[config.mk]
export PLATFORM = sky130hd
export DESIGN_NAME = pulse_period_smoother_flat
export DESIGN_NICKNAME = d
export VERILOG_FILES = /design/src/pps_pkg.sv /design/src/pps_if.sv /design/src/pps_in_stage.sv /design/src/pps_core.sv /design/src/pps_out_stage.sv /design/src/pulse_period_smoother.sv /design/src/flat_wrapper.sv
export SDC_FILE = /design/constraint.sdc
export NUM_CORES = 2
export LEC_CHECK = 0
export ABC_AREA = 1
export BUFFER_PORTS_ARGS = -buffer_cell sky130_fd_sc_hd__buf_4
export CAP_MARGIN = 20
export CORE_MARGIN = 3
export CORE_UTILIZATION = 30
export DETAILED_ROUTE_END_ITERATION = 10
export GPL_TIMING_DRIVEN = 0
export PLACE_DENSITY = 0.43
export SETUP_SLACK_MARGIN = 0.3
export SYNTH_ARGS = -nofsm -noshare
export SYNTH_HDL_FRONTEND = slang
export SYNTH_SLANG_ARGS = --single-unit
[constraint.sdc]
create_clock -name clock -period 15.6 [get_ports clock]
set_input_delay 1.56 -clock clock [delete_from_list [all_inputs] [get_ports clock]]
set_output_delay 1.56 -clock clock [all_outputs]
set_load 0.1 [all_outputs]
[src/pps_pkg.sv]
// Shared types for the pulse period smoother: the request item, the result item and
// the records passed between its pipeline stages.
// Depends on nothing; every other file uses it.
`default_nettype none

package pps_pkg;

   localparam int unsigned WORD_W = 32;

   typedef logic [WORD_W-1:0] word_type;

   typedef struct packed {
      word_type rise_a;
      word_type rise_b;
   } item_type;

   typedef struct packed {
      word_type pulse_period_out;
      word_type sync_offset_out;
   } result_type;

   // Input slot as seen by the smoothing core.
   typedef struct packed {
      logic     valid;
      item_type item;
   } slot_type;

   // Result write into the output register.
   typedef struct packed {
      logic       load;
      result_type result;
   } load_type;

endpackage

`default_nettype wire

[src/pps_if.sv]
// Valid/ready channel interfaces for the pulse period smoother: request and response.
// Depends on pps_pkg for the field widths.
`default_nettype none

interface pps_req_if;
   logic              valid;
   logic              ready;
   pps_pkg::word_type rise_a;
   pps_pkg::word_type rise_b;

   modport source (output valid, output rise_a, output rise_b, input ready);
   modport sink   (input valid, input rise_a, input rise_b, output ready);
endinterface

interface pps_rsp_if;
   logic              valid;
   logic              ready;
   pps_pkg::word_type pulse_period_out;
   pps_pkg::word_type sync_offset_out;

   modport source (output valid, output pulse_period_out, output sync_offset_out,
                   input ready);
   modport sink   (input valid, input pulse_period_out, input sync_offset_out,
                   output ready);
endinterface

`default_nettype wire

[src/pps_in_stage.sv]
// Input register of the pulse period smoother: captures one request transfer.
// Depends on pps_pkg.
`default_nettype none

module pps_in_stage (
   input  wire logic              clock,
   input  wire logic              reset,
   input  wire logic              req_valid,
   output logic                   req_ready,
   input  wire pps_pkg::item_type req_item,
   input  wire logic              advance,
   output pps_pkg::slot_type      slot
);

   logic              valid_ff, valid_in;
   pps_pkg::item_type item_ff, item_in;
   logic              take;

   // Free the slot whenever its item moves on in the same cycle.
   assign req_ready = !valid_ff || advance;
   assign take      = req_valid && req_ready;

   always_comb begin
      valid_in = take ? 1'b1 : (advance ? 1'b0 : valid_ff);
      item_in  = take ? req_item : item_ff;
   end

   always_ff @(posedge clock) begin
      if (reset) begin
         valid_ff <= 1'b0;
      end else begin
         valid_ff <= valid_in;
      end
      item_ff <= item_in;
   end

   assign slot.valid = valid_ff;
   assign slot.item  = item_ff;

endmodule

`default_nettype wire

[src/pps_core.sv]
// Smoothing core: tracker state, repeat-stamp drop and the two 0.9/0.1 filter updates.
// Depends on pps_pkg.
`default_nettype none

module pps_core #(
   parameter logic [31:0] INIT_PERIOD = 32'd8333,
   parameter logic [31:0] INIT_OFFSET = 32'd400
) (
   input  wire logic              clock,
   input  wire logic              reset,
   input  wire pps_pkg::slot_type slot,
   input  wire logic              out_busy,
   output logic                   advance,
   output pps_pkg::load_type      load
);

   // floor(n/10) = (n * ceil(2^35/10)) >> 35, exact for n below 2^34.
   localparam logic [31:0] RECIP_TEN   = 32'hCCCC_CCCD;
   localparam int unsigned RECIP_SHIFT = 35;
   // Bias that keeps the signed difference non-negative; a multiple of ten.
   localparam logic [33:0] DIFF_BIAS   = 34'd4294967300;
   localparam logic [31:0] BIAS_TENTH  = 32'd429496730;

   // floor((9*old + sample)/10) written as old + floor((sample - old)/10).
   function automatic logic [31:0] smooth(input logic [31:0] old_val,
                                          input logic [31:0] sample);
      logic [33:0] num;
      logic [65:0] prod;
      logic [30:0] quot;
      num  = {2'b00, sample} + DIFF_BIAS - {2'b00, old_val};
      prod = {32'd0, num} * {34'd0, RECIP_TEN};
      quot = prod[RECIP_SHIFT +: 31];
      return old_val + {1'b0, quot} - BIAS_TENTH;
   endfunction

   function automatic logic [31:0] avg2(input logic [31:0] x, input logic [31:0] y);
      logic [32:0] sum;
      sum = {1'b0, x} + {1'b0, y};
      return sum[32:1];
   endfunction

   pps_pkg::word_type prev_a_ff, prev_a_in;
   pps_pkg::word_type prev_b_ff, prev_b_in;
   pps_pkg::word_type prev_gap_ff, prev_gap_in;
   pps_pkg::word_type period_ff, period_in;
   pps_pkg::word_type offset_ff, offset_in;

   pps_pkg::word_type per_a, per_b, gap, new_period, new_offset;
   logic              repeat_hit, commit;

   assign repeat_hit = (slot.item.rise_a == prev_a_ff) || (slot.item.rise_b == prev_b_ff);
   // Drop a repeat at once; a real item waits for room in the output register.
   assign advance    = slot.valid && (repeat_hit || !out_busy);
   assign commit     = advance && !repeat_hit;

   always_comb begin
      per_a      = slot.item.rise_a - prev_a_ff;
      per_b      = slot.item.rise_b - prev_b_ff;
      gap        = slot.item.rise_b - slot.item.rise_a;
      new_period = smooth(period_ff, avg2(per_a, per_b));
      new_offset = smooth(offset_ff, avg2(gap, prev_gap_ff));

      prev_a_in   = commit ? slot.item.rise_a : prev_a_ff;
      prev_b_in   = commit ? slot.item.rise_b : prev_b_ff;
      prev_gap_in = commit ? gap : prev_gap_ff;
      period_in   = commit ? new_period : period_ff;
      offset_in   = commit ? new_offset : offset_ff;
   end

   always_ff @(posedge clock) begin
      if (reset) begin
         prev_a_ff   <= '0;
         prev_b_ff   <= '0;
         prev_gap_ff <= '0;
         period_ff   <= INIT_PERIOD;
         offset_ff   <= INIT_OFFSET;
      end else begin
         prev_a_ff   <= prev_a_in;
         prev_b_ff   <= prev_b_in;
         prev_gap_ff <= prev_gap_in;
         period_ff   <= period_in;
         offset_ff   <= offset_in;
      end
   end

   assign load.load                    = commit;
   assign load.result.pulse_period_out = new_period;
   assign load.result.sync_offset_out  = new_offset;

endmodule

`default_nettype wire

[src/pps_out_stage.sv]
// Output register of the pulse period smoother: holds one result until transferred.
// Depends on pps_pkg.
`default_nettype none

module pps_out_stage (
   input  wire logic                clock,
   input  wire logic                reset,
   input  wire pps_pkg::load_type   load,
   output logic                     busy,
   output logic                     rsp_valid,
   input  wire logic                rsp_ready,
   output pps_pkg::result_type      rsp_result
);

   logic                valid_ff, valid_in;
   pps_pkg::result_type result_ff, result_in;

   assign busy = valid_ff && !rsp_ready;

   always_comb begin
      valid_in  = load.load ? 1'b1 : (rsp_ready ? 1'b0 : valid_ff);
      result_in = load.load ? load.result : result_ff;
   end

   always_ff @(posedge clock) begin
      if (reset) begin
         valid_ff <= 1'b0;
      end else begin
         valid_ff <= valid_in;
      end
      result_ff <= result_in;
   end

   assign rsp_valid  = valid_ff;
   assign rsp_result = result_ff;

endmodule

`default_nettype wire

[src/pulse_period_smoother.sv]
// Top level of the pulse period smoother: input register, smoothing core, output register.
// Depends on pps_pkg, pps_if, pps_in_stage, pps_core and pps_out_stage.
//
//   channel | direction | handshake     | payload
//   --------+-----------+---------------+---------------------------------------
//   req_ch  | in        | valid / ready | rise_a, rise_b (32-bit tick stamps)
//   rsp_ch  | out       | valid / ready | pulse_period_out, sync_offset_out
//
// One item per cycle sustained while rsp_ch does not stall; a request is captured in the input
// register, then its result in the output register, from which it is presented on rsp_ch.
// The rate is set by the combinational filter path (one 34x32 reciprocal multiply per value)
// between the input register and the output register.
// An item that repeats either stored stamp is dropped with no result and no state change.
// Reset (synchronous, active high) empties both registers, clears the stamps and the gap,
// and loads INIT_PERIOD and INIT_OFFSET into the smoothed values.
// A stalled response holds its result; a new request is still taken while the input
// register frees up in the same cycle.
`default_nettype none

module pulse_period_smoother #(
   parameter logic [31:0] INIT_PERIOD = 32'd8333,
   parameter logic [31:0] INIT_OFFSET = 32'd400
) (
   input  wire logic   clock,
   input  wire logic   reset,
   pps_req_if.sink     req_ch,
   pps_rsp_if.source   rsp_ch
);

   pps_pkg::item_type   req_item;
   pps_pkg::slot_type   slot;
   pps_pkg::load_type   load;
   pps_pkg::result_type rsp_result;
   logic                advance;
   logic                out_busy;

   assign req_item.rise_a = req_ch.rise_a;
   assign req_item.rise_b = req_ch.rise_b;

   // Capture the request transfer.
   pps_in_stage u_in_stage (
      .clock     (clock),
      .reset     (reset),
      .req_valid (req_ch.valid),
      .req_ready (req_ch.ready),
      .req_item  (req_item),
      .advance   (advance),
      .slot      (slot)
   );

   // Drop repeats, update the tracker and form the reload values.
   pps_core #(
      .INIT_PERIOD (INIT_PERIOD),
      .INIT_OFFSET (INIT_OFFSET)
   ) u_core (
      .clock    (clock),
      .reset    (reset),
      .slot     (slot),
      .out_busy (out_busy),
      .advance  (advance),
      .load     (load)
   );

   // Hold the result until the response transfer.
   pps_out_stage u_out_stage (
      .clock      (clock),
      .reset      (reset),
      .load       (load),
      .busy       (out_busy),
      .rsp_valid  (rsp_ch.valid),
      .rsp_ready  (rsp_ch.ready),
      .rsp_result (rsp_result)
   );

   assign rsp_ch.pulse_period_out = rsp_result.pulse_period_out;
   assign rsp_ch.sync_offset_out  = rsp_result.sync_offset_out;

endmodule

`default_nettype wire

[src/flat_wrapper.sv]
// flat-port wrapper written by rule: the top's interface ports become plain ports
module pulse_period_smoother_flat 
#(
   parameter logic [31:0] INIT_PERIOD = 32'd8333,
   parameter logic [31:0] INIT_OFFSET = 32'd400
)
  (clock, reset, req_ch_valid, req_ch_rise_a, req_ch_rise_b, req_ch_ready, rsp_ch_valid, rsp_ch_pulse_period_out, rsp_ch_sync_offset_out, rsp_ch_ready);
  pps_req_if req_ch_i ();
  pps_rsp_if rsp_ch_i ();
  input  wire logic clock;
  input  wire logic reset;
  input wire logic [$bits(req_ch_i.valid)-1:0] req_ch_valid;
  input wire logic [$bits(req_ch_i.rise_a)-1:0] req_ch_rise_a;
  input wire logic [$bits(req_ch_i.rise_b)-1:0] req_ch_rise_b;
  output wire logic [$bits(req_ch_i.ready)-1:0] req_ch_ready;
  output wire logic [$bits(rsp_ch_i.valid)-1:0] rsp_ch_valid;
  output wire logic [$bits(rsp_ch_i.pulse_period_out)-1:0] rsp_ch_pulse_period_out;
  output wire logic [$bits(rsp_ch_i.sync_offset_out)-1:0] rsp_ch_sync_offset_out;
  input wire logic [$bits(rsp_ch_i.ready)-1:0] rsp_ch_ready;
  assign req_ch_i.valid = req_ch_valid;
  assign req_ch_i.rise_a = req_ch_rise_a;
  assign req_ch_i.rise_b = req_ch_rise_b;
  assign req_ch_ready = req_ch_i.ready;
  assign rsp_ch_valid = rsp_ch_i.valid;
  assign rsp_ch_pulse_period_out = rsp_ch_i.pulse_period_out;
  assign rsp_ch_sync_offset_out = rsp_ch_i.sync_offset_out;
  assign rsp_ch_i.ready = rsp_ch_ready;
  pulse_period_smoother #(.INIT_PERIOD(INIT_PERIOD), .INIT_OFFSET(INIT_OFFSET)) u_core (.clock(clock), .reset(reset), .req_ch(req_ch_i), .rsp_ch(rsp_ch_i));
endmodule
# Yosys cells after proc, flatten, opt, wreduce, memory -nomap -nowiden
# Cells that the tools add are included.
# totals
register_bits,290
inputBits,68
# op_classes
addsub,13
n_mul,2
eq_ne,2
n_mux,4
n_reduce_logical,13
# ops
operator,count
"34-bit by 32-bit multiplier with 66-bit output, second input constant",2
32-bit subtractor,3
"32-bit by 33-bit adder with 34-bit output, second input constant",2
34-bit by 32-bit subtractor with 34-bit output,2
32-bit by 32-bit adder with 33-bit output,2
32-bit by 31-bit adder with 32-bit output,2
32-bit == test,2
"32-bit by 29-bit subtractor with 32-bit output, second input constant",2
1-bit logical AND,4
1-bit zero test,4
1-bit 2-to-1 mux,4
2-bit nonzero test,2
1-bit logical OR,3

# Depth between registers and ports, before layout
# logic_depth
depth_word,8
ltp_mapped,77

# Cells and area by module
# A second synthesis with hierarchy kept.
# hier_totals
cells_unflattened,9869
area_unflattened_um2,70820.4
# by_module_without_submodules
module,instances,cells_per_inst,area_per_inst_um2,seq_area_each_um2
pps_core,1,9728,66875.4,3203.1
pps_in_stage,1,71,1976.9,1941.9
pps_out_stage,1,70,1968.1,1941.9

# Worst setup path after synthesis
# No wires, ideal clock.
# synth_path
path_kind,register to register
start,"register u_core.u_in_stage.item_ff, in the netlist u_core.u_in_stage.slot[0]"
end,"register u_core.u_out_stage.result_ff, in the netlist u_core.u_out_stage.rsp_result[61], data pin"
setup_ns,0.255
arrival_ns,11.334
slack_ns,4.011
path_stages_with_launch,60
path_buffers,0
path_cell_list,edfxtp_1 > inv_1 > ha_1 > fa_1 > o21ai_1 > a21oi_1 > o21ai_1 > xor2_1 > ha_1 > nand2_1 > nor2_1 > nand2_1 > o21ai_0 > xor2_1 > ha_1 > ha_1 > nand2_1 > nor2_1 > (+24 left out) > inv_1 > nand3_1 > nand2_1 > ha_1 > inv_1 > ha_1 > inv_1 > fa_1 > inv_1 > nand3_1 > nand2_1 > nand2_1 > nand2_1 > nand2_1 > nand2_1 > nand2_1 > nand3_1 > nand2_1
# synth_lines
item,line_no,source
"start, declared",pps_in_stage.sv:16,"pps_pkg::item_type item_ff, item_in;"
"start signal, assigned",pps_in_stage.sv:34,item_ff <= item_in;
"end signal, assigned",pps_out_stage.sv:31,result_ff <= result_in;
"end, declared",pps_out_stage.sv:16,"pps_pkg::result_type result_ff, result_in;"

==> impl_results.md <==
- Seq/Total Area, Yosys: under 10%
- Layout cells sized above 1: 3.35%
- Reg2Reg Capture Point: u_core.u_out_stage.rsp_result[61]$_DFFE_PP_
- Post-synth EDFFs: 128
- IO Pins: 134
- Routed vias/inst: roughly 4.6
- Slew headroom: a little under a quarter
- Router iterations before antenna repair: 6
- Vias in the first global route: around 63000
- Worst-path fanout max: 5
- First-pass GRT wire length: approximately 410 mm
- WL/cell: 20.9 um
- Hold Path End: u_core.u_core.offset_ff[17]$_SDFFE_PP0P_
- Reg2reg start: u_core.u_in_stage.slot[12]$_DFFE_PP_
- Asr flop ratio synth: 0%
- Clk sinks: 290
- Startpoint types: flop
- Hold depth: 2
- Avg Cell Area, Syn: between 7 and 8 sq um
- Critical Path Most Common Cell: nand2_1
- # setup viols final: 0
- Hold_sp: u_core.u_core.offset_ff[17]$_SDFFE_PP0P_
- DP Wirelength: between 200 and 300 mm
- CTS Hold Bufs: 0
- Busiest grt layer: met2
- TNS Setup: 0 ns
- Net Count, Synth: around 12000
- CTS tree: built
- Routed WL: approximately 280 mm
- Fin crit share: between 90 and 100%
- Die Height: a little under 500 um
- Met1 Use GR: between 30% and 40%
- Clk Latency, worst-skew pair: 0.58 ns
- Maxcap violations: 0
- DR iter-0 viols: roughly 3800
- Gp weighted congestion: about 0.95
- Num CTS Buffers: 35
- GR met2 Demand/Resource: between 30 and 40%
- Crit path DAT: around 15 ns
- Setup repair after global routing missed its margin: no
- Cell count of the worst reg-to-reg path: between 50 and 60
- R2r setup slk: 1.13 ns
- ANT nets after route: 0
- IO Port Bufs: roughly 130
- Slowest stage cell, crit path: fa_1
- Grt ovf: 0
- Top cell type's share of synthesized area: 25.1%
- M3 GR Usage: under 10%
- FILL cells: around 26000
- Fmax achieved: between 60 and 70 MHz
- Leading area contributor after synthesis: fa_1
- Number of cell rows: about 180
- WP data required: 15.93 ns
- Library cells used by synthesis: 41
- CTS H-Tree Depth: 2
- Post-Syn Instances: 9928
- Antenna violations before repair: 5
- Area grow syn2layout: 9.50%
- Die ar.: roughly 240000 sq um
- Synthesis warning total: 0
- Starting Density: between 30% and 40%
- Max clock buf depth: 3
- Core area: roughly 240000 sq um
- Post-layout minimum cycle time: approximately 14 ns
- DR vias: 61400
- Post-synthesis instance area: 71200 sq um
- Largest net degree at the start of global routing: 74
- Largest cells by area after synthesis: fa_1 (25%), ha_1 (19%), inv_1 (15%), nand2_1 (12%), edfxtp_1 (5.4%)
- Most used DFF post-synth: dfxtp_1
- Setup Skew: around 0.03 ns
- CP max stage delay: 0.57 ns
- DRC Markers: 0
- Min-delay worst type: reg -> reg
- Setup CP Type: reg -> reg
- Flops & latches, synth: a little under 300
- Critical Path Sink Type: flop
- Nets: approximately 12000
- Total GRT Usage: between 20% and 30%
- Hold Vio Cnt, Final: 0
- Slew Limit Fails: 0
- Clock root buffer: clkbuf_16
- Status: finished clean
- DIE WIDTH: approximately 500 um
- Antenna diodes: 0
- Clock transition at path regs: 0.07 ns
- Worst-Margin Slew: ~1.1 ns
## cells in the final DEF, fill, tap and decap left out, drive strengths merged
| cell type | count |
|---|---|
| inv | 2771 |
| nand2 | 2373 |
| ha | 1103 |
| fa | 892 |
| nor2 | 797 |
| a21oi | 455 |
| nand3 | 374 |
| o21ai | 282 |
| buf | 193 |
| dfxtp | 162 |
| xor2 | 132 |
| edfxtp | 128 |
| nor3 | 95 |
| o21bai | 77 |
| clkbuf | 67 |
| nand4 | 60 |
| xnor2 | 46 |
| a21o | 29 |
| o21a | 21 |
| nand3b | 19 |
| a21boi | 14 |
| o211ai | 13 |
| a31oi | 9 |
| and2 | 9 |
| and3 | 8 |
| nor4 | 8 |
| clkinv | 5 |
| clkinvlp | 4 |
| bufinv | 2 |
| nor3b | 1 |
| a211oi | 1 |
| a31o | 1 |
## worst max path at each step
stage | start | endpoint | depth (start not counted)
after floorplan | u_core.u_in_stage.slot[0]$_DFFE_PP_ | u_core.u_out_stage.rsp_result[61]$_DFFE_PP_ | 59
after global routing | u_core.u_in_stage.slot[34]$_DFFE_PP_ | u_core.u_core.offset_ff[21]$_SDFFE_PP0P_ | 70
after detailed placement | u_core.u_in_stage.slot[32]$_DFFE_PP_ | u_core.u_core.period_ff[13]$_SDFFE_PP1P_ | 60
after CTS | u_core.u_in_stage.slot[32]$_DFFE_PP_ | u_core.u_core.period_ff[13]$_SDFFE_PP1P_ | 60
final | u_core.u_in_stage.slot[12]$_DFFE_PP_ | u_core.u_out_stage.rsp_result[61]$_DFFE_PP_ | 58
after global placement | u_core.u_in_stage.slot[32]$_DFFE_PP_ | u_core.u_core.period_ff[13]$_SDFFE_PP1P_ | 60
## Yosys cell counts, drive strengths merged, types with 77 or more instances
library cell and n:
a21oi 455, edfxtp 128, o21ai 282, xor2 132
nor2 797, nor3 95, dfxtp 162, inv 2766
o21bai 77, nand2 2373, ha 1103, fa 892
nand3 374
## timing repair
item	CTS	global route
setup buffers	0	2
gates resized for setup	3	59
endpoints found under the setup margin	17	107
## critical path, delay by kind of cell, from the launching register on
kind	cells	cell delay, ns
DFF	1	0.52
adders and majority gates	16	6.91
and+or+nand+nor	25	3.31
xor gates and xnor gates	3	0.99
AOI/OAI and AO/OA	4	1.59
buffers and inverters	10	0.91
## per-layer routing
metal	part of all wire (%)	wire length, um
met2	47	129000
met3	4.2	11700
met1	47	129000
met4	2.5	7020
met5	0	0
## through the flow
step	util (%)	instance area (sq um)	instances	setup WS [ns]	hold WS, ns
global route	33.1	77900	13300	0.294	0.488
global placement	32.3	76100	13200	-0.270	0.452
CTS	32.9	77600	13300	0.349	0.469
detailed placement	32.4	76400	13200	-0.0623	0.457
floorplan	-	71200	9928	4.01	0.443
finish	33.1	77900	13300	1.13	0.465
## area by class of cell
cell class / count / area [sq um] / area share (%)
multi-input combinational: 6819 / 53600 / 68.7
inverter: 2767 / 10400 / 13.3
sequential: 290 / 7090 / 9.10
tap: 3150 / 3940 / 5.06
timing repair buffer: 160 / 1340 / 1.72
clock buffer: 48 / 990 / 1.27
buffer: 52 / 434 / 0.557
clock inverter: 15 / 173 / 0.222
## flip-flops by register name (all words and copies together), names as in the netlist
signal / cells
u_core.u_core.offset_ff: 32
u_core.u_out_stage.rsp_result: 64
u_core.u_core.prev_gap_ff: 32
u_core.u_in_stage.valid_ff: 1
u_core.u_core.prev_a_ff: 32
u_core.u_in_stage.slot: 64
u_core.u_core.prev_b_ff: 32
u_core.u_out_stage.rsp_valid: 1
u_core.u_core.period_ff: 32
## kinds of logic after synthesis
logic type	count (synthesis)	share of synthesized area, %
flops	290	9.96
compound gates	902	6.96
fa+ha+maj	1995	44.5
buf+inv	2819	15.2
simple gates	3744	21.2
xor+xnor	178	2.19
Power is not shown: default switching activity piles up to over one toggle a cycle in this logic, so the estimate is an artifact.
